## src/hdl/assert_macros.svh

```systemverilog
// Assertion helpers used by sorted_priority_queue_core.
`ifndef ASSERT_MACROS_SVH
`define ASSERT_MACROS_SVH

// Same-cycle implication, checked on the rising edge, off while reset is low.
`define SPQ_ASSERT_NOW(label, clk, rst_n, ante, cons) \
    label: assert property (@(posedge clk) disable iff (!rst_n) (ante) |-> (cons)) \
        else $error("spq assertion failed");

// Next-cycle implication, checked on the rising edge, off while reset is low.
`define SPQ_ASSERT_NEXT(label, clk, rst_n, ante, cons) \
    label: assert property (@(posedge clk) disable iff (!rst_n) (ante) |=> (cons)) \
        else $error("spq assertion failed");

`endif

```

## src/hdl/spq_pkg.sv

```systemverilog
// ----------------------------------------------------------------------------
// spq_pkg
// Shared types and constants for the sorted priority queue.
// ----------------------------------------------------------------------------
package spq_pkg;

    localparam int DEF_DEPTH     = 16;
    localparam int DEF_PRIO_BITS = 8;

    localparam int FIELD_W  = 8;   // in_prio, in_info, out_prio, out_info
    localparam int CFG_W    = 5;   // capacity register
    localparam int COUNT_W  = 5;   // count result field
    localparam int STATUS_W = 2;

    localparam logic [CFG_W-1:0] CAP_RESET = 5'd16;

    localparam logic CMD_ENQ = 1'b0;
    localparam logic CMD_DEQ = 1'b1;

    typedef enum logic [STATUS_W-1:0] {
        ST_DONE  = 2'd0,
        ST_FULL  = 2'd1,
        ST_EMPTY = 2'd2
    } t_status;

    // Per-cycle command broadcast to every cell.
    typedef struct packed {
        logic enq;   // insert the broadcast entry
        logic deq;   // shift everything one place toward the head
    } t_cell_ctl;

endpackage

```

## src/hdl/spq_cell.sv

```systemverilog
// ----------------------------------------------------------------------------
// spq_cell
// One slot of the sorted chain: holds an entry, compares it against the
// broadcast entry, and moves data to or from its neighbors.
// ----------------------------------------------------------------------------
module spq_cell
    import spq_pkg::*;
#(
    parameter int PRIO_BITS = DEF_PRIO_BITS
) (
    input  logic                 i_clk,
    input  t_cell_ctl            i_ctl,
    input  logic [PRIO_BITS-1:0] i_new_prio,
    input  logic [FIELD_W-1:0]   i_new_info,
    input  logic                 i_occ,        // this slot holds an entry
    input  logic                 i_left_occ,   // slot toward the head holds one
    input  logic                 i_left_gt,
    input  logic [PRIO_BITS-1:0] i_left_prio,
    input  logic [FIELD_W-1:0]   i_left_info,
    input  logic [PRIO_BITS-1:0] i_right_prio,
    input  logic [FIELD_W-1:0]   i_right_info,
    output logic                 o_gt,         // held entry sorts after new one
    output logic [PRIO_BITS-1:0] o_prio,
    output logic [FIELD_W-1:0]   o_info
);

    logic [PRIO_BITS-1:0] r_prio, n_prio;
    logic [FIELD_W-1:0]   r_info, n_info;

    // Strictly greater: equal priorities stay ahead of the newcomer (FIFO ties).
    assign o_gt   = i_occ && (r_prio > i_new_prio);
    assign o_prio = r_prio;
    assign o_info = r_info;

    always_comb begin
        n_prio = r_prio;
        n_info = r_info;
        if (i_ctl.deq) begin
            n_prio = i_right_prio;
            n_info = i_right_info;
        end else if (i_ctl.enq) begin
            if (i_left_gt) begin
                n_prio = i_left_prio;
                n_info = i_left_info;
            end else if (o_gt || (!i_occ && i_left_occ)) begin
                n_prio = i_new_prio;
                n_info = i_new_info;
            end
        end
    end

    always_ff @(posedge i_clk) begin
        r_prio <= n_prio;
        r_info <= n_info;
    end

endmodule

```

## src/hdl/sorted_priority_queue_core.sv

```systemverilog
// Results are registered: a result appears on the output in the cycle after its input transfer.
// Throughput: one operation per cycle while the output is drained; enqueue and
//   dequeue both finish in a single pass through the cell chain.
// Reset: entry count clears to zero and capacity returns to 16. Cell contents
//   are not cleared; no clearing pass, the queue is usable right after reset.
// ----------------------------------------------------------------------------
// sorted_priority_queue_core
// Sorted-array priority queue built as a chain of cells. Slot 0 always holds
// the smallest priority. Enqueue shifts the larger entries one slot toward
// the tail and drops the new entry into the gap; dequeue pops slot 0 and
// shifts the whole chain one slot toward the head.
// ----------------------------------------------------------------------------
`include "assert_macros.svh"

module sorted_priority_queue_core
    import spq_pkg::*;
#(
    parameter int DEPTH     = DEF_DEPTH,
    parameter int PRIO_BITS = DEF_PRIO_BITS
) (
    input  logic               i_clk,
    input  logic               i_rst_n,
    // input stream
    input  logic               i_s_axis_tvalid,
    output logic               o_s_axis_tready,
    input  logic [15:0]        i_s_axis_tdata,   // [7:0] in_prio, [15:8] in_info
    input  logic [0:0]         i_s_axis_tuser,   // [0] cmd
    // result stream
    output logic               o_m_axis_tvalid,
    input  logic               i_m_axis_tready,
    output logic [23:0]        o_m_axis_tdata,   // [7:0] out_prio, [15:8] out_info,
                                                 // [17:16] status, [22:18] count,
                                                 // [23] zero
    // capacity register write
    input  logic               i_cfg_valid,
    output logic               o_cfg_ready,
    input  logic [CFG_W-1:0]   i_cfg_data
);

    localparam int CNT_W = $clog2(DEPTH + 1);
    localparam int CMP_W = (CNT_W > CFG_W) ? CNT_W : CFG_W;

    // ---- control / config state ----
    logic [CNT_W-1:0]   r_held, n_held;
    logic [CFG_W-1:0]   r_capacity;

    // ---- output register ----
    logic               r_out_valid;
    logic [FIELD_W-1:0] r_out_prio, n_out_prio;
    logic [FIELD_W-1:0] r_out_info, n_out_info;
    t_status            r_out_status, n_out_status;
    logic [COUNT_W-1:0] r_out_count;

    // ---- input decode ----
    logic                 w_accept;
    logic                 w_cmd;
    logic [PRIO_BITS-1:0] w_new_prio;
    logic [FIELD_W-1:0]   w_new_info;
    logic                 w_full;
    logic                 w_empty;
    t_cell_ctl            w_ctl;

    // ---- chain wiring ----
    logic [DEPTH-1:0]     w_occ;
    logic [DEPTH-1:0]     w_gt;
    logic [PRIO_BITS-1:0] w_prio [DEPTH];
    logic [FIELD_W-1:0]   w_info [DEPTH];

    // Single output register: take a new item whenever the slot is free or
    // being emptied in this same cycle.
    assign o_s_axis_tready = !r_out_valid || i_m_axis_tready;
    assign w_accept        = i_s_axis_tvalid && o_s_axis_tready;

    assign w_cmd      = i_s_axis_tuser[0];
    assign w_new_prio = PRIO_BITS'(i_s_axis_tdata[FIELD_W-1:0]);
    assign w_new_info = i_s_axis_tdata[2*FIELD_W-1:FIELD_W];

    // Capacity above DEPTH saturates; held never exceeds DEPTH.
    assign w_full  = (CMP_W'(r_held) >= CMP_W'(r_capacity)) ||
                     (CMP_W'(r_held) >= CMP_W'(DEPTH));
    assign w_empty = (r_held == '0);

    assign w_ctl.enq = w_accept && (w_cmd == CMD_ENQ) && !w_full;
    assign w_ctl.deq = w_accept && (w_cmd == CMD_DEQ) && !w_empty;

    // Occupancy thermometer: slots below the count hold entries.
    generate
        for (genvar gi = 0; gi < DEPTH; gi++) begin : g_occ
            assign w_occ[gi] = (CNT_W'(gi) < r_held);
        end
    endgenerate

    // ---- the cell chain ----
    generate
        for (genvar gi = 0; gi < DEPTH; gi++) begin : g_cell
            logic                 w_l_occ;
            logic                 w_l_gt;
            logic [PRIO_BITS-1:0] w_l_prio;
            logic [FIELD_W-1:0]   w_l_info;
            logic [PRIO_BITS-1:0] w_r_prio;
            logic [FIELD_W-1:0]   w_r_info;

            if (gi == 0) begin : g_head
                // Head slot: nothing ahead, always eligible for the insert.
                assign w_l_occ  = 1'b1;
                assign w_l_gt   = 1'b0;
                assign w_l_prio = '0;
                assign w_l_info = '0;
            end else begin : g_mid
                assign w_l_occ  = w_occ[gi-1];
                assign w_l_gt   = w_gt[gi-1];
                assign w_l_prio = w_prio[gi-1];
                assign w_l_info = w_info[gi-1];
            end

            if (gi == DEPTH - 1) begin : g_tail
                // Tail slot takes filler on a dequeue; it is outside the count.
                assign w_r_prio = '0;
                assign w_r_info = '0;
            end else begin : g_body
                assign w_r_prio = w_prio[gi+1];
                assign w_r_info = w_info[gi+1];
            end

            spq_cell #(
                .PRIO_BITS (PRIO_BITS)
            ) u_cell (
                .i_clk        (i_clk),
                .i_ctl        (w_ctl),
                .i_new_prio   (w_new_prio),
                .i_new_info   (w_new_info),
                .i_occ        (w_occ[gi]),
                .i_left_occ   (w_l_occ),
                .i_left_gt    (w_l_gt),
                .i_left_prio  (w_l_prio),
                .i_left_info  (w_l_info),
                .i_right_prio (w_r_prio),
                .i_right_info (w_r_info),
                .o_gt         (w_gt[gi]),
                .o_prio       (w_prio[gi]),
                .o_info       (w_info[gi])
            );
        end
    endgenerate

    // ---- result formation ----
    always_comb begin
        n_held       = r_held;
        n_out_prio   = '0;
        n_out_info   = '0;
        n_out_status = ST_DONE;
        if (w_cmd == CMD_ENQ) begin
            if (w_full) begin
                n_out_status = ST_FULL;
            end else begin
                n_held = r_held + CNT_W'(1);
            end
        end else begin
            if (w_empty) begin
                n_out_status = ST_EMPTY;
            end else begin
                n_out_prio = FIELD_W'(w_prio[0]);
                n_out_info = w_info[0];
                n_held     = r_held - CNT_W'(1);
            end
        end
    end

    always_ff @(posedge i_clk) begin
        if (!i_rst_n) begin
            r_held      <= '0;
            r_capacity  <= CAP_RESET;
            r_out_valid <= 1'b0;
        end else begin
            if (i_cfg_valid && o_cfg_ready) begin
                r_capacity <= i_cfg_data;
            end
            if (w_accept) begin
                r_held      <= n_held;
                r_out_valid <= 1'b1;
            end else if (i_m_axis_tready) begin
                r_out_valid <= 1'b0;
            end
        end
    end

    // Payload of the output register, no reset needed.
    always_ff @(posedge i_clk) begin
        if (w_accept) begin
            r_out_prio   <= n_out_prio;
            r_out_info   <= n_out_info;
            r_out_status <= n_out_status;
            r_out_count  <= COUNT_W'(n_held);
        end
    end

    assign o_cfg_ready     = 1'b1;
    assign o_m_axis_tvalid = r_out_valid;
    assign o_m_axis_tdata  = {1'b0, r_out_count, r_out_status, r_out_info, r_out_prio};

    // ---- checks ----
    `SPQ_ASSERT_NEXT(a_deq_dec, i_clk, i_rst_n, w_accept && (w_cmd == CMD_DEQ) && !w_empty, r_held == $past(r_held) - CNT_W'(1))
    `SPQ_ASSERT_NEXT(a_enq_inc, i_clk, i_rst_n, w_accept && (w_cmd == CMD_ENQ) && !w_full, r_held == $past(r_held) + CNT_W'(1))
    `SPQ_ASSERT_NOW(a_empty_cnt, i_clk, i_rst_n, r_out_valid && (r_out_status == ST_EMPTY), (r_out_count == '0) && (r_out_prio == '0))
    `SPQ_ASSERT_NOW(a_held_max, i_clk, i_rst_n, w_accept, CMP_W'(r_held) <= CMP_W'(DEPTH))

endmodule

```

## config.mk

```make
export PLATFORM = sky130hd
export DESIGN_NAME = sorted_priority_queue_core
export DESIGN_NICKNAME = d
export VERILOG_FILES = /design/src/hdl/spq_pkg.sv /design/src/hdl/spq_cell.sv /design/src/hdl/sorted_priority_queue_core.sv
export VERILOG_INCLUDE_DIRS = /design/src /design/src/hdl
export SDC_FILE = /design/constraint.sdc
export NUM_CORES = 1
export LEC_CHECK = 0
export ABC_CLOCK_PERIOD_IN_PS = 5100
export BUFFER_PORTS_ARGS = -buffer_cell sky130_fd_sc_hd__buf_2
export CORE_ASPECT_RATIO = 1.1
export CORE_MARGIN = 1.5
export CORE_UTILIZATION = 48
export CTS_CLUSTER_DIAMETER = 30
export DETAILED_ROUTE_END_ITERATION = 16
export HOLD_SLACK_MARGIN = 0.15
export PLACE_DENSITY_LB_ADDON = 0.1
export SLEW_MARGIN = 25
export SYNTH_ARGS = -nofsm -noshare
export SYNTH_HDL_FRONTEND = slang
export SYNTH_SLANG_ARGS = --single-unit
```

## constraint.sdc

```tcl
create_clock -name i_clk -period 5.1 [get_ports i_clk]
set_input_delay 0.255 -clock i_clk [delete_from_list [all_inputs] [get_ports i_clk]]
set_output_delay 0.255 -clock i_clk [all_outputs]
set_load 0.005 [all_outputs]
```

==> metrics.txt <==
CTS tree=yes; Worst setup startpoint=r_held[0]; Total GRT Usage=0.275; first-pass GRT wire length=78,500 um; WL final=51,000 um; ys async rst share=0; Worst Hold Class=in2reg; Avg Synthesized Cell Area=10.5 um^2; Detailed Place HPWL=34,100 um; Slew HR=0.305; max cap viols=0; Static Leak=0.00872 uW; vias in the first global route=13,600; syn_nets=1,826; Slowest cell on crit path=a31oi_2; Tot Pwr=8800 uW; largest net degree at the start of global routing=190; pre-CTS setup slack=1.23 ns; cell count after synthesis=1,670; crit path time final=3.88 ns; unrepaired setup endpoints after global routing=false; Synth Flop Type=edfxtp_1; Routed Antenna Nets=0; Yosys reg bits=290; setup bufs post-CTS=0; Setup Viol. Count Final=0; die width=185 um; warnings from Yosys=0; DR DRC count=0; Initial Utilization=0.485; worst path cell trace=inv_1 > ha_1 > nor2b_1 > o21ai_0 > a41o_1 > or3_1 > buf_4 > a31oi_2; fin area=20,800 um^2; number of flops mapped to enable cells by yosys=263; r2r startpoint=r_held[0]; # diodes=0; Setup crit end kind=flip-flop; fmax=258 MHz; Clock Skew=0.0220 ns; clock insertion delay at the later pin of the skew report=0.57 ns; post-synth top area cell=edfxtp_1; final RePlAce weighted congestion=0.903; final core utilization=0.576; post-cts sizing count=0; CP max stage delay=0.79 ns; Synth Cell Area=17,500 um^2; die area=37,600 um^2; Worst Path Arrival=4.06 ns; Synth cell types=58; Ports=54; FP Rows=73; Final Hold Vio Count=0; post-synthesis sequential area ratio=0.482; WL per Instance=22.6 um; synth-to-layout area growth=18.7%; Placeable Area=36,100 um^2; clock sink count=290; Crit Path Max Fanout=16; initial antenna violation count=0; Tightest Pin Transition=1.04 ns; ratio of cells with drive above 1 in the final layout=0.136; Inserted Clock Buffers=67; status=finished clean; setup ws final=1.22 ns; critical path's top delay family=compound AO/OA/AOI/OAI gates; clock root cell=clkbuf_16; highest-count cells in the layout ignoring fill and taps=nand2_1 (279), edfxtp_1 (263), o21ai_0 (251); CP startpoint kind=flip-flop; DRT Pass-1 Iters=6; share of the synthesized area in the top cell type=0.451; Worst EP required=5.28 ns; 1st-iter DRT viols=1,183; Setup Total Neg Slack=0 ns; Chip Height=203 um; final net count=1,873; R2R setup slack=1.22 ns; grt ovf=0; CTS H-tree lvls=3; clk slew on worst S/H paths=0.05 ns; top post-synthesis cells by area=edfxtp_1 (45%), mux2i_1 (13%), ha_1 (9.2%); fillers=3,069; Crit Path Class=reg2reg; Hold Startpoint=i_s_axis_tdata[13]; Worst Path Buf+Inv=2; # port buffers=51; Slew Viols, Final=0; Cell Area, Placed=18,300 um^2; Max rail drop VDD=251 uV; DR vias/cell=5.99; commonest non-fill, non-tap cell in the layout=nand2_1; via count=13,500; Max clock buf depth=3; final worst path period share=0.760; pwr/cell area=424 nW/um^2
==> metrics by stage <==
stage	hold slack, ns	instances
after floorplan	0.385	1670
after global placement	0.485	2117
after detailed placement	0.490	2117
after CTS	0.223	2256
after global routing	0.265	2256
final	0.257	2256
==> cell usage after synthesis, drive strengths merged (2+ instances only) <==
library cell / count
nand2: 280
nor3b: 2
xnor2: 2
mux2i: 235
nor3: 4
inv: 34
nor2: 52
clkbuf: 59
nor2b: 20
and3: 5
and2: 18
o211ai: 23
o22a: 3
a211oi: 27
a31oi: 8
or4: 2
a21o: 3
nand4: 28
o21ai: 256
conb: 2
edfxtp: 263
nand3: 19
nand3b: 2
dfxtp: 27
a21oi: 59
buf: 66
ha: 129
a41oi: 8
a22oi: 3
a311oi: 3
o31ai: 9
nand2b: 2
==> area by class of cell <==
type | instances | area, um^2 | area share
clock buffers | 79 | 1800 | 0.0864
clock inverters | 42 | 465 | 0.0224
inverters | 35 | 131 | 0.00632
multi-input cells | 1220 | 8630 | 0.415
flip-flops and latches | 290 | 8440 | 0.406
well taps | 487 | 609 | 0.0293
repair buffers | 103 | 707 | 0.0340
==> path summary, 6_finish.rpt <==
check,endpoint,cells past startpoint
min,g_cell[15].u_cell.o_info[5],3
max reg2reg,g_cell[10].u_cell.o_info[0],8
min reg2reg,g_cell[15].u_cell.o_info[5],2
max,g_cell[10].u_cell.o_info[0],8
==> power by group <==
| group | switching, uW | total, uW | internal, uW | leakage, uW |
|---|---|---|---|---|
| Sequential | 143 | 3060 | 2920 | 0.00263 |
| Clock | 1390 | 4310 | 2920 | 0.00110 |
| Combinational | 934 | 1430 | 498 | 0.00499 |
| Total | 2470 | 8800 | 6330 | 0.00872 |
==> cell families after synthesis <==
| group | count (synthesis) | synth area share |
|---|---|---|
| and+or+nand+nor | 437 | 0.108 |
| xor gates and xnor gates | 2 | 0.00100 |
| adders and majority gates | 129 | 0.0922 |
| muxes | 235 | 0.134 |
| AOI/OAI and AO/OA | 415 | 0.138 |
| DFF | 290 | 0.482 |
| buffers and inverters | 160 | 0.0435 |
| other | 2 | 0.000429 |
==> routing by layer <==
| layer | share of wire | global-route usage | vias up |
|---|---|---|---|
| met1 | 0.44 | 0.370 | 6613 |
| met3 | 0.058 | 0.0452 | 132 |
| li1 | - | - | 6285 |
| met5 | 0 | 0 | - |
| met4 | 0.035 | 0.115 | 0 |
| met2 | 0.47 | 0.439 | 489 |
==> flip-flops by register name, indices dropped and copies added, names as in the netlist <==
signal,flops
g_cell.u_cell.o_info,128
g_cell.u_cell.o_prio,128
r_out_info,8
r_out_prio,8
r_capacity,5
r_held,5
r_out_count,5
r_out_status,2
o_m_axis_tvalid,1
==> what timing repair did <==
| action | 4_1_cts | 5_1_grt |
|---|---|---|
| hold endpoints to repair | 11 | 0 |
| setup endpoints to repair | 0 | 0 |
| hold buffers | 18 | 0 |
==> worst min-delay path: cells and delay by family <==
family	cells	cell delay, ns
buffers and inverters	1	0.23
AO/OA/AOI/OAI	1	0.09
multiplexers	1	0.19
Power figures use the tool's default switching activity.
